$ cat src/sv/nec_ir_frame_decoder_unit_defines.svh
// Assertion macros for the NEC IR frame decoder.
`ifndef NEC_IR_FRAME_DECODER_UNIT_DEFINES_SVH
`define NEC_IR_FRAME_DECODER_UNIT_DEFINES_SVH

// Check while out of reset.
`define NIR_ASSERT(lbl, prop, msg) \
	lbl: assert property (@(posedge clk) disable iff (!arst_n) prop) else $error(msg);

// Check at every edge, reset included.
`define NIR_ASSERT_RST(lbl, prop, msg) \
	lbl: assert property (@(posedge clk) prop) else $error(msg);

`endif

$ cat src/sv/nir_pkg.sv
// Types, codes and constants of the NEC IR frame decoder.
package nir_pkg;

	localparam int CODE_W = 32;
	localparam int TICK_W = 16;
	localparam int CFG_IDX_W = 8;

	localparam logic REQ_EDGE = 1'b0;
	localparam logic REQ_TIMEOUT = 1'b1;

	localparam logic KIND_DATA = 1'b0;
	localparam logic KIND_REPEAT = 1'b1;

	localparam logic [CFG_IDX_W-1:0] CFG_BURST_MIN = 8'd0;
	localparam logic [CFG_IDX_W-1:0] CFG_BURST_MAX = 8'd1;
	localparam logic [CFG_IDX_W-1:0] CFG_GAP_MIN = 8'd2;
	localparam logic [CFG_IDX_W-1:0] CFG_GAP_MAX = 8'd3;
	localparam logic [CFG_IDX_W-1:0] CFG_REP_MIN = 8'd4;
	localparam logic [CFG_IDX_W-1:0] CFG_REP_MAX = 8'd5;
	localparam logic [CFG_IDX_W-1:0] CFG_ZERO_MIN = 8'd6;
	localparam logic [CFG_IDX_W-1:0] CFG_ZERO_MAX = 8'd7;

	localparam logic [TICK_W-1:0] RST_BURST_MIN = 16'd8000;
	localparam logic [TICK_W-1:0] RST_BURST_MAX = 16'd10000;
	localparam logic [TICK_W-1:0] RST_GAP_MIN = 16'd4000;
	localparam logic [TICK_W-1:0] RST_GAP_MAX = 16'd5000;
	localparam logic [TICK_W-1:0] RST_REP_MIN = 16'd2000;
	localparam logic [TICK_W-1:0] RST_REP_MAX = 16'd2500;
	localparam logic [TICK_W-1:0] RST_ZERO_MIN = 16'd400;
	localparam logic [TICK_W-1:0] RST_ZERO_MAX = 16'd700;

	typedef enum logic [2:0] {
		ST_IDLE = 3'd0,
		ST_BURST = 3'd1,
		ST_GAP = 3'd2,
		ST_DATA = 3'd3,
		ST_FINISH = 3'd4
	} nir_state_t;

	typedef struct packed {
		logic req_type;
		logic pin_level;
		logic [TICK_W-1:0] elapsed_count;
	} nir_req_t;

	typedef struct packed {
		logic frame_kind;
		logic [CODE_W-1:0] raw_code;
	} nir_res_t;

	typedef struct packed {
		logic [TICK_W-1:0] burst_min;
		logic [TICK_W-1:0] burst_max;
		logic [TICK_W-1:0] gap_min;
		logic [TICK_W-1:0] gap_max;
		logic [TICK_W-1:0] rep_min;
		logic [TICK_W-1:0] rep_max;
		logic [TICK_W-1:0] zero_min;
		logic [TICK_W-1:0] zero_max;
	} nir_cfg_t;

	typedef struct packed {
		nir_state_t state;
		logic [CODE_W-1:0] shift_bits;
		logic [CODE_W-1:0] last_code;
	} nir_ctx_t;

	function automatic logic in_window(input logic [TICK_W-1:0] t,
			input logic [TICK_W-1:0] lo, input logic [TICK_W-1:0] hi);
		in_window = (t > lo) && (t < hi);
	endfunction

endpackage

$ cat src/sv/nir_cfg_regs.sv
// Timing window registers of the NEC IR frame decoder.
module nir_cfg_regs (
	input logic clk,
	input logic arst_n,
	input logic wr_en,
	input logic [nir_pkg::CFG_IDX_W-1:0] wr_index,
	input logic [nir_pkg::TICK_W-1:0] wr_data,
	output nir_pkg::nir_cfg_t cfg
);
	import nir_pkg::*;

	nir_cfg_t cfg_q;

	always_ff @(posedge clk or negedge arst_n) begin
		if (!arst_n) begin
			cfg_q.burst_min <= RST_BURST_MIN;
			cfg_q.burst_max <= RST_BURST_MAX;
			cfg_q.gap_min <= RST_GAP_MIN;
			cfg_q.gap_max <= RST_GAP_MAX;
			cfg_q.rep_min <= RST_REP_MIN;
			cfg_q.rep_max <= RST_REP_MAX;
			cfg_q.zero_min <= RST_ZERO_MIN;
			cfg_q.zero_max <= RST_ZERO_MAX;
		end else if (wr_en) begin
			unique case (wr_index)
				CFG_BURST_MIN: cfg_q.burst_min <= wr_data;
				CFG_BURST_MAX: cfg_q.burst_max <= wr_data;
				CFG_GAP_MIN: cfg_q.gap_min <= wr_data;
				CFG_GAP_MAX: cfg_q.gap_max <= wr_data;
				CFG_REP_MIN: cfg_q.rep_min <= wr_data;
				CFG_REP_MAX: cfg_q.rep_max <= wr_data;
				CFG_ZERO_MIN: cfg_q.zero_min <= wr_data;
				CFG_ZERO_MAX: cfg_q.zero_max <= wr_data;
				default: ;
			endcase
		end
	end

	assign cfg = cfg_q;

endmodule

$ cat src/sv/nir_step.sv
// Per-item decode logic: next state, shift update and result.
module nir_step #(
	parameter int FRAME_BITS = 32,
	localparam int CNT_W = $clog2(FRAME_BITS + 1)
) (
	input nir_pkg::nir_cfg_t cfg,
	input nir_pkg::nir_req_t item,
	input nir_pkg::nir_ctx_t ctx,
	input logic [CNT_W-1:0] bit_count,
	output nir_pkg::nir_ctx_t ctx_next,
	output logic [CNT_W-1:0] bit_count_next,
	output logic res_valid,
	output nir_pkg::nir_res_t res
);
	import nir_pkg::*;

	logic burst_ok;
	logic gap_ok;
	logic rep_ok;
	logic zero_ok;
	logic pin;
	logic [CNT_W-1:0] cnt_inc;
	logic last_bit;
	nir_state_t state_next;
	logic [CODE_W-1:0] shift_next;
	logic [CODE_W-1:0] last_next;

	assign pin = item.pin_level;
	assign burst_ok = in_window(item.elapsed_count, cfg.burst_min, cfg.burst_max);
	assign gap_ok = in_window(item.elapsed_count, cfg.gap_min, cfg.gap_max);
	assign rep_ok = in_window(item.elapsed_count, cfg.rep_min, cfg.rep_max);
	assign zero_ok = in_window(item.elapsed_count, cfg.zero_min, cfg.zero_max);
	assign cnt_inc = bit_count + CNT_W'(1);
	assign last_bit = cnt_inc >= CNT_W'(FRAME_BITS);

	always_comb begin
		state_next = ctx.state;
		if (item.req_type == REQ_TIMEOUT) begin
			state_next = ST_IDLE;
		end else begin
			unique case (ctx.state)
				ST_IDLE: if (!pin) state_next = ST_BURST;
				ST_BURST: if (pin && burst_ok) state_next = ST_GAP;
				ST_GAP: begin
					if (!pin) begin
						if (gap_ok) state_next = ST_DATA;
						else if (rep_ok) state_next = ST_IDLE;
					end
				end
				ST_DATA: if (!pin && last_bit) state_next = ST_FINISH;
				ST_FINISH: state_next = ST_IDLE;
				default: ;
			endcase
		end
	end

	always_comb begin
		shift_next = ctx.shift_bits;
		last_next = ctx.last_code;
		bit_count_next = bit_count;
		res_valid = 1'b0;
		res.frame_kind = KIND_DATA;
		res.raw_code = ctx.last_code;
		if (item.req_type == REQ_EDGE) begin
			unique case (ctx.state)
				ST_GAP: begin
					if (!pin) begin
						if (gap_ok) begin
							bit_count_next = '0;
							shift_next = '0;
						end else if (rep_ok) begin
							res_valid = 1'b1;
							res.frame_kind = KIND_REPEAT;
						end
					end
				end
				ST_DATA: begin
					if (!pin) begin
						shift_next = {ctx.shift_bits[CODE_W-2:0], !zero_ok};
						bit_count_next = cnt_inc;
					end
				end
				ST_FINISH: begin
					last_next = ctx.shift_bits;
					res_valid = 1'b1;
					res.raw_code = ctx.shift_bits;
				end
				default: ;
			endcase
		end
	end

	always_comb begin
		ctx_next.state = state_next;
		ctx_next.shift_bits = shift_next;
		ctx_next.last_code = last_next;
	end

endmodule

$ cat src/sv/nec_ir_frame_decoder_unit.sv
// Top level of the NEC IR frame decoder: input stage, decode state, result register.
//
//   channel  direction  payload                          transfer when
//   in       sink       req_type, pin_level, elapsed     in_valid & in_ready
//   out      source     frame_kind, raw_code             out_valid & out_ready
//   cfg      sink       cfg_index, cfg_data              cfg_valid & cfg_ready
//
// One item per clock, but for the stall below; an item waits in the input register and its
// result, if any, is loaded into the result register as the item leaves it.
// The decode state update is a single pass of compares and a shift per item.
// A full result register that is not taken stalls the input stage only when
// the waiting item produces a result. cfg_ready is always high.
// Reset clears the state to idle and loads the default timing windows.
module nec_ir_frame_decoder_unit #(
	parameter int FRAME_BITS = 32
) (
	input logic clk,
	input logic arst_n,
	input logic in_valid,
	output logic in_ready,
	input nir_pkg::nir_req_t in_item,
	output logic out_valid,
	input logic out_ready,
	output nir_pkg::nir_res_t out_item,
	input logic cfg_valid,
	output logic cfg_ready,
	input logic [nir_pkg::CFG_IDX_W-1:0] cfg_index,
	input logic [nir_pkg::TICK_W-1:0] cfg_data
);
	import nir_pkg::*;
	`include "nec_ir_frame_decoder_unit_defines.svh"

	localparam int CNT_W = $clog2(FRAME_BITS + 1);

	nir_cfg_t cfg;
	logic valid_s1;
	nir_req_t item_s1;
	nir_ctx_t ctx_q;
	nir_ctx_t ctx_next;
	logic [CNT_W-1:0] bit_count_q;
	logic [CNT_W-1:0] bit_count_next;
	logic res_valid;
	nir_res_t res;
	logic out_valid_q;
	nir_res_t out_item_q;
	logic advance;

	assign cfg_ready = 1'b1;

	nir_cfg_regs u_cfg (
		.clk(clk),
		.arst_n(arst_n),
		.wr_en(cfg_valid && cfg_ready),
		.wr_index(cfg_index),
		.wr_data(cfg_data),
		.cfg(cfg)
	);

	nir_step #(.FRAME_BITS(FRAME_BITS)) u_step (
		.cfg(cfg),
		.item(item_s1),
		.ctx(ctx_q),
		.bit_count(bit_count_q),
		.ctx_next(ctx_next),
		.bit_count_next(bit_count_next),
		.res_valid(res_valid),
		.res(res)
	);

	// advance the input stage unless its result has nowhere to go
	assign advance = valid_s1 && (!res_valid || !out_valid_q || out_ready);
	assign in_ready = !valid_s1 || advance;

	always_ff @(posedge clk or negedge arst_n) begin
		if (!arst_n) begin
			valid_s1 <= 1'b0;
		end else if (in_ready) begin
			valid_s1 <= in_valid;
		end
	end

	always_ff @(posedge clk) begin
		if (in_valid && in_ready) begin
			item_s1 <= in_item;
		end
	end

	always_ff @(posedge clk or negedge arst_n) begin
		if (!arst_n) begin
			ctx_q.state <= ST_IDLE;
			ctx_q.shift_bits <= '0;
			ctx_q.last_code <= '0;
			bit_count_q <= '0;
		end else if (advance) begin
			ctx_q <= ctx_next;
			bit_count_q <= bit_count_next;
		end
	end

	always_ff @(posedge clk or negedge arst_n) begin
		if (!arst_n) begin
			out_valid_q <= 1'b0;
		end else if (advance && res_valid) begin
			out_valid_q <= 1'b1;
		end else if (out_ready) begin
			out_valid_q <= 1'b0;
		end
	end

	always_ff @(posedge clk) begin
		if (advance && res_valid) begin
			out_item_q <= res;
		end
	end

	assign out_valid = out_valid_q;
	assign out_item = out_item_q;

	`NIR_ASSERT(a_result_from_stage, (out_valid_q && !$past(out_valid_q)) |-> $past(valid_s1), "result appeared without a staged item")
	`NIR_ASSERT(a_count_in_range, (ctx_q.state == ST_DATA) |-> (bit_count_q < CNT_W'(FRAME_BITS)), "bit count ran past frame length in data state")
	`NIR_ASSERT(a_ready_implies_move, (in_ready && valid_s1) |-> advance, "input taken while staged item is held")
	`NIR_ASSERT_RST(a_reset_empty, !arst_n |=> (!out_valid_q && !valid_s1), "pipeline not empty in reset")

endmodule

$ cat config.mk
export PLATFORM = sky130hd
export DESIGN_NAME = nec_ir_frame_decoder_unit
export DESIGN_NICKNAME = d
export VERILOG_FILES = /design/src/sv/nir_pkg.sv /design/src/sv/nir_cfg_regs.sv /design/src/sv/nir_step.sv /design/src/sv/nec_ir_frame_decoder_unit.sv
export VERILOG_INCLUDE_DIRS = /design/src /design/src/sv
export SDC_FILE = /design/constraint.sdc
export NUM_CORES = 1
export LEC_CHECK = 0
export CAP_MARGIN = 40
export CORE_ASPECT_RATIO = 1.4
export CORE_MARGIN = 2
export CORE_UTILIZATION = 45
export CTS_CLUSTER_DIAMETER = 100
export DETAILED_ROUTE_END_ITERATION = 8
export DONT_BUFFER_PORTS = 1
export GPL_TIMING_DRIVEN = 0
export HOLD_SLACK_MARGIN = 0.03
export PLACE_DENSITY_LB_ADDON = 0.08
export SYNTH_ARGS = -nofsm -noshare
export SYNTH_HDL_FRONTEND = slang
export SYNTH_SLANG_ARGS = --single-unit
$ cat constraint.sdc
create_clock -name clk -period 4.1 [get_ports clk]
set_input_delay 0.82 -clock clk [delete_from_list [all_inputs] [get_ports clk]]
set_output_delay 0.82 -clock clk [all_outputs]
set_load 0.005 [all_outputs]
# ---- Yosys cells after proc, flatten, opt, wreduce, memory -nomap -nowiden
# Cells that the tools add are included.
dict set report totals {
  reg_bits 254
  inputBits 47
  wordCells 109
}
dict set report op_classes {
  add_sub_neg 1
  order_cmp 9
  eq_ne 19
  muxes 25
  n_bitwise 2
  reduce_logical 34
}
# op count
set ops {}
lappend ops {{$mux W32} 5}
lappend ops {{$gt A16 B16 Y1} 4}
lappend ops {{$lt A16 B16 Y1} 4}
lappend ops {{$pmux W32 S2} 1}
lappend ops {{$eq A8 B3 Y1 const B} 4}
lappend ops {{$mux W3} 7}
lappend ops {{$mux W6} 3}
lappend ops {{$reduce_and A2 Y1} 9}
lappend ops {{$eq A8 B2 Y1 const B} 2}
lappend ops {{$pmux W3 S5} 1}
lappend ops {{$pmux W6 S2} 1}
lappend ops {{$logic_and A1 B1 Y1} 9}
lappend ops {{$eq A8 B1 Y1 const B} 1}
lappend ops {{$logic_not A8 Y1} 1}
lappend ops {{$reduce_and A7 Y1} 1}
lappend ops {{$add A6 B1 Y6 const B} 1}
lappend ops {{$eq A3 B2 Y1 const B} 2}
lappend ops {{$ge A6 B6 Y1 const B} 1}
lappend ops {{$mux W1} 6}
lappend ops {{$ne A3 B2 Y1 const B} 2}
lappend ops {{$ne A3 B3 Y1 const B} 2}
lappend ops {{$reduce_and A6 Y1} 1}
lappend ops {{$reduce_bool A6 Y1} 1}
lappend ops {{$logic_not A1 Y1} 5}
lappend ops {{11 further kinds} 16}

# ---- Longest topological paths before layout
dict set report depth {
  depth_word 13
  ltp_mapped 11
}

# ---- Cells and area by module
# A second synthesis with hierarchy kept.
dict set report hier_totals {
  cells_unflattened 1344
  area_unflattened_um2 15310.9
}
# mod instances cells_each area_each_um2
set modules_own_cells {}
lappend modules_own_cells {nec_ir_frame_decoder_unit 1 477 6089.6}
lappend modules_own_cells {nir_cfg_regs 1 281 4912.2}
lappend modules_own_cells {nir_step 1 586 4309.1}

# ---- Worst setup path before layout
# OpenSTA, ideal clock, no wires.
dict set report synth_timing {
  path_type {flip-flop to flip-flop}
  from {register u_cfg.cfg_q (netlist bit u_cfg.cfg[34])}
  to {register out_item_q (netlist bit out_item[0]) (enable)}
  arrival_ns 3.472
  path_slack_ns 0.205
  stages_incl_launch_ff 11
  path_buffers 0
  synth_period_minus_slack_ns 3.895
  cell_sequence {dfstp_2 inv_1 ha_1 o211a_1 a211oi_1 a2111oi_2 o221ai_1 o311a_1 and4_1 o21ai_1 nor2_1}
}
dict set report synth_via {
  elab_chain_cells 12
}
# element line_no
set synth_rtl {}
lappend synth_rtl {{start, declared} nir_cfg_regs.sv:12} ;# nir_cfg_t cfg_q;
lappend synth_rtl {{$lt A16 B16 Y1 *} nir_pkg.sv:70} ;# in_window = (t > lo) && (t < hi);
lappend synth_rtl {{$logic_and A1 B1 Y1 *} nir_pkg.sv:70}
lappend synth_rtl {{$mux W1 *} nir_step.sv:71} ;# end else if (rep_ok) begin
lappend synth_rtl {{$mux W1 *} nir_step.sv:68} ;# if (gap_ok) begin
lappend synth_rtl {{$mux W1 *} nir_step.sv:67} ;# if (!pin) begin
lappend synth_rtl {{$pmux W1 S2 *} nir_step.sv:65} ;# unique case (ctx.state)
lappend synth_rtl {{$mux W1 *} nir_step.sv:64} ;# if (item.req_type == REQ_EDGE) begin
lappend synth_rtl {{$logic_not A1 Y1} nec_ir_frame_decoder_unit.sv:71} ;# assign advance = valid_s1 && (!res_valid || !out_valid_q || out_ready);
lappend synth_rtl {{$logic_or A1 B1 Y1 (2 in a row)} nec_ir_frame_decoder_unit.sv:71}
lappend synth_rtl {{$logic_and A1 B1 Y1} nec_ir_frame_decoder_unit.sv:71}
lappend synth_rtl {{$logic_and A1 B1 Y1 *} nec_ir_frame_decoder_unit.sv:111} ;# if (advance && res_valid) begin
lappend synth_rtl {{end signal, assigned} nec_ir_frame_decoder_unit.sv:112} ;# out_item_q <= res;
lappend synth_rtl {{end, declared} nec_ir_frame_decoder_unit.sv:45} ;# nir_res_t out_item_q;
# Every way passes the cells marked *; elsewhere a longest branch is shown, timed or not.
# A chain may end at the register's enable or synchronous reset.

# ---- Worst setup path in the final report
dict set report layout_timing {
  from {register item_s1[10] (netlist name)}
  to {output in_ready}
}
dict set report layout_via {
  elab_chain_cells 12
}
# element line_no
set layout_rtl {}
lappend layout_rtl {{start, declared} nec_ir_frame_decoder_unit.sv:37} ;# nir_req_t item_s1;
lappend layout_rtl {{start signal, assigned} nec_ir_frame_decoder_unit.sv:84} ;# item_s1 <= in_item;
lappend layout_rtl {{$gt A16 B16 Y1 / $lt A16 B16 Y1 (equally long branches)} nir_pkg.sv:70}
lappend layout_rtl {{$logic_and A1 B1 Y1} nir_pkg.sv:70}
lappend layout_rtl {{$mux W1} nir_step.sv:71}
lappend layout_rtl {{$mux W1 *} nir_step.sv:68}
lappend layout_rtl {{$mux W1 *} nir_step.sv:67}
lappend layout_rtl {{$pmux W1 S2 *} nir_step.sv:65}
lappend layout_rtl {{$mux W1 *} nir_step.sv:64}
lappend layout_rtl {{$logic_not A1 Y1 *} nec_ir_frame_decoder_unit.sv:71}
lappend layout_rtl {{$logic_or A1 B1 Y1 * (2 in a row)} nec_ir_frame_decoder_unit.sv:71}
lappend layout_rtl {{$logic_and A1 B1 Y1 *} nec_ir_frame_decoder_unit.sv:71}
lappend layout_rtl {{$logic_or A1 B1 Y1 *} nec_ir_frame_decoder_unit.sv:72} ;# assign in_ready = !valid_s1 || advance;
lappend layout_rtl {{end, declared} nec_ir_frame_decoder_unit.sv:20} ;# output logic in_ready,
# Marks and branches as above.

==> results.txt <==
- Run status: finished with violations
- The checks that failed: negative hold slack.
- At the end of routability-driven placement, the weighted congestion stood at 0.883.
* Total number of H-tree levels: 1
- For this configuration, the core starts out at a cell density of 0.455.
* Footprint of the flip-flops and latches: 6660 um2
* Remaining max-slew budget at the tightest pin: 0.441
- Number of setup violations in the final report: 0
- The floorplan step set the die height to 204 um.
- After routing the design area is 14600 um2.
- Across all setup checks in the final design, the least slack found is 0.127 ns.
- TritonCTS built the clock tree.
- TritonCTS buffer count: 28
- Of the cells placed in the final design, the portion with a size suffix greater than 1 is 0.195.
* Class of the tightest hold or removal check: in2async
- Commonest cells in the synthesized netlist: 162 x sky130_fd_sc_hd__inv_1, 161 x sky130_fd_sc_hd__dfrtp_1, 125 x sky130_fd_sc_hd__ha_1
- The synthesized design contains 254 register bits.
* Area inside the core boundary: 28300 um2
* Kind of start point of the critical path: flop
- Drt initial violations: 328
* Total congestion overflow: 0
- Combined area of all synthesized cells: 12900 um2
* DPL Wire Length: 22.1 mm
- Biggest area consumer among synthesized cells: sky130_fd_sc_hd__dfrtp_1
* Number of nets in the layout: 1426
* Clock tree sinks: 254
- Hold timing on the final database bottoms out at a slack of -0.0341 ns.
- In this run the remaining antenna-violating nets after routing total 0.
- Of all nets on the critical path, the largest fanout is 5.
- Counting both buffers and inverters, the worst setup path holds a total of 1.
* Drt first pass iters: 4
- Setup repair after global routing left no endpoint under its margin.
* Total Power: 6.14 mW
* Critical Path Stages: 9
* Peak supply drop: 0.311 mV
- Worst skew pair latency: 0.55 ns
- The die covers 30000 um2.
- Broken down by cell family, the worst path's largest delay share belongs to compound AO/OA/AOI/OAI gates.
- Cell with the biggest individual delay on the critical path: sky130_fd_sc_hd__edfxtp_1
- Max-slew violations: 0
- The die is 147 um wide.
- The hold violation total from the final report came to 43.
- Setup WS pre-CTS: -0.00312 ns
- Number of filler instances in the final layout: 2629
* Combined area of the multi-input logic cells: 5510 um2
- For this run, asynchronously set or reset flops after synthesis account for 0.799.
- Antenna violations before repair: 0
* Residual DRC count: 0
* Slew at the pin closest to its max-slew limit: 0.838 ns
* Slowest Stage Delay on Critical Path: 0.47 ns
- I/O Buffers: 0
* Worst clock skew on the final layout: 0.0189 ns
- Walking the worst path, the cells encountered are buf_4, ha_1, nand3_1, a2111oi_4, o221ai_2, o311a_4, and4_2, o21ai_4, or2_1.
- The detailed router placed 8783 vias in this run.
- Among all cell types in the netlist, the one instantiated most often is sky130_fd_sc_hd__inv_1.
- Sequential-to-total area share from yosys stat: 0.518
- The number of cells on the worst reg-to-reg path is 10.
- In this run, synthesis inferred 51 flip-flops with an integrated enable.
- Post-Synthesis Mean Instance Area: 10.8 um2
* Power density normalized to cell area: 419 nW/um2
- The critical path is of the reg2out type.
- Worst path arrival time: 3.15 ns
- Synth Net Count: 1364
* Clock root buffer master: sky130_fd_sc_hd__clkbuf_16
- Num rows: 73
- Counting along the longest clock path gives a buffer depth of 3.
* Number of different library cells in the post-synthesis netlist: 65
- In the final routed layout, each cell accounts on average for 19.7 um.
- Category of the worst setup path capture point: output port
* Most used DFF post-synth: sky130_fd_sc_hd__dfrtp_1
* Cell count after synthesis: 1192
- The repair_antennas step left the layout with diodes totalling 0.
- Static leakage: 6.51 nW
- Data on the critical path is required at its endpoint by 3.28 ns.
* GR Util All Layers: 0.222
- Post-route minimum period: 3.97 ns
* Instance area after placement: 13400 um2
* Final Routed Wirelength: 32.5 mm
- Relative to the synthesized area, the layout overhead comes to 13.7%.
- After clock tree synthesis, the clock-pin slew on the worst setup and hold paths is 0.06 ns.
* Ports: 83
- The Yosys step of the flow raised 0 warnings.
- Fmax achieved: 0.252 GHz
- Across the run, the number of max-cap violations was 0.
* Area fraction of the dominant cell type after synthesis: 0.313
- Entering global routing, the biggest net connects 204 pins.
- The first global-routing pass estimated 51.5 mm of wire.
* Vias in the first global route: 9179
- Using the TritonRoute via totals, the vias-per-cell ratio works out to 5.32.
- After synthesis, the cell types taking the most area are sky130_fd_sc_hd__dfrtp_1 31%, sky130_fd_sc_hd__ha_1 12%, sky130_fd_sc_hd__edfxtp_1 12%, sky130_fd_sc_hd__mux2_2 8.7%, sky130_fd_sc_hd__dfstp_2 8.6%.
- In the finished design, the share of the clock period the worst path needs comes to 0.969.
## layer usage
metal | vias to the layer above | part of all wire | GRT usage
met2 | 115 | 0.52 | 0.408
met3 | 62 | 0.030 | 0.0290
met1 | 4336 | 0.41 | 0.263
li1 | 4270 | - | -
met4 | 0 | 0.039 | 0.0893
met5 | - | 0 | 0
## power by group
group / total, mW / switching (mW) / internal (mW)
Clock: 2.59 / 1.07 / 1.52
Sequential: 2.80 / 0.0713 / 2.73
Combinational: 0.742 / 0.435 / 0.307
## flip-flops by register name (all words and copies together), names as in the netlist
| signal | cells |
|---|---|
| ctx_q | 67 |
| bit_count_q | 6 |
| valid_s1 | 1 |
| u_cfg.cfg | 128 |
| out_valid | 1 |
| item_s1 | 18 |
| out_item | 33 |
## layout make-up
cell class | count | area share
Clock inverter | 18 | 0.0130
Sequential cell | 254 | 0.455
Tap cell | 375 | 0.0321
Timing Repair Buffer | 32 | 0.0177
Clock buffer | 34 | 0.0522
Multi-Input combinational cell | 734 | 0.377
Inverter | 162 | 0.0415
Buffer | 42 | 0.0116
## worst register-to-register path, cell delays in order, from the launching register on
cell and delay, ns:
sky130_fd_sc_hd__edfxtp_1 0.47, sky130_fd_sc_hd__buf_4 0.19, sky130_fd_sc_hd__ha_1 0.29, sky130_fd_sc_hd__nand3_1 0.24
sky130_fd_sc_hd__a2111oi_4 0.40, sky130_fd_sc_hd__o221ai_2 0.16, sky130_fd_sc_hd__o311a_4 0.19, sky130_fd_sc_hd__and4_2 0.30
sky130_fd_sc_hd__o21ai_4 0.22, sky130_fd_sc_hd__o21a_1 0.43, sky130_fd_sc_hd__buf_8 0.24
## final timing paths
path                                        from                          to  slack (ns)
min reg2reg                ctx_q[31]$_DFFE_PN0P_       ctx_q[31]$_DFFE_PN0P_        0.48
max in group asynchronous                 arst_n  u_cfg.cfg[123]$_DFFE_PN1P_        3.77
min in group clk                      in_item[7]        item_s1[7]$_DFFE_PP_        0.36
max                        item_s1[10]$_DFFE_PP_                    in_ready        0.13
max reg2reg                item_s1[10]$_DFFE_PP_        item_s1[9]$_DFFE_PP_        0.66
min                                       arst_n   u_cfg.cfg[36]$_DFFE_PN0P_       -0.03
## cell families after synthesis
group / share of synthesized area
XOR/XNOR: 0.000681
AO/OA/AOI/OAI: 0.115
multiplexers: 0.0894
buffers and inverters: 0.0605
flip-flops: 0.518
AND/OR/NAND/NOR: 0.0954
other: 0.000291
adder cells (fa/ha/maj): 0.122
## through the flow
step | util | TNS, ns | cells | hold slack [ns]
detailed placement | 0.473 | -0.00312 | 1572 | 0.467
global placement | 0.471 | -53.90 | 1567 | 0.457
floorplan | - | 0 | 1192 | 0.446
finish | 0.517 | 0 | 1651 | -0.0341
global route | 0.517 | 0 | 1651 | -0.0593
CTS | 0.515 | 0 | 1648 | -0.0492
## cell usage in the layout, fill, tap and decap left out, types with 4 or more instances in the layout
master | Yosys | final
sky130_fd_sc_hd__inv_1 | 162 | 162
sky130_fd_sc_hd__dfrtp_1 | 161 | 161
sky130_fd_sc_hd__ha_1 | 125 | 125
sky130_fd_sc_hd__nand2_1 | 118 | 118
sky130_fd_sc_hd__o21ai_0 | 103 | 102
sky130_fd_sc_hd__mux2_2 | 100 | 100
sky130_fd_sc_hd__edfxtp_1 | 51 | 51
sky130_fd_sc_hd__o21ai_1 | 46 | 46
sky130_fd_sc_hd__nand3_1 | 46 | 46
sky130_fd_sc_hd__dfstp_2 | 42 | 42
sky130_fd_sc_hd__clkbuf_1 | 32 | 35
sky130_fd_sc_hd__a21oi_1 | 35 | 34
sky130_fd_sc_hd__clkbuf_16 | 0 | 29
sky130_fd_sc_hd__buf_4 | 1 | 28
sky130_fd_sc_hd__nor2_1 | 22 | 21
sky130_fd_sc_hd__nand4_1 | 19 | 19
sky130_fd_sc_hd__a21o_1 | 12 | 12
sky130_fd_sc_hd__nand2b_1 | 10 | 10
sky130_fd_sc_hd__buf_2 | 7 | 9
sky130_fd_sc_hd__a211oi_1 | 10 | 9
sky130_fd_sc_hd__nor2b_1 | 7 | 7
sky130_fd_sc_hd__nor3_1 | 7 | 7
sky130_fd_sc_hd__clkinv_2 | 0 | 5
sky130_fd_sc_hd__o21a_1 | 4 | 4
sky130_fd_sc_hd__o22ai_1 | 4 | 4
sky130_fd_sc_hd__nor3b_1 | 4 | 4
sky130_fd_sc_hd__clkinvlp_4 | 0 | 4
## what timing repair did
| item | 4_1_cts | 5_1_grt |
|---|---|---|
| resized for setup | 10 | 4 |
| hold endpoints to repair | 161 | 161 |
| pin swaps | 1 | 0 |
| setup buffers | 24 | 3 |
| endpoints found under the setup margin | 1 | 1 |
Power figures use the tool's default switching activity.
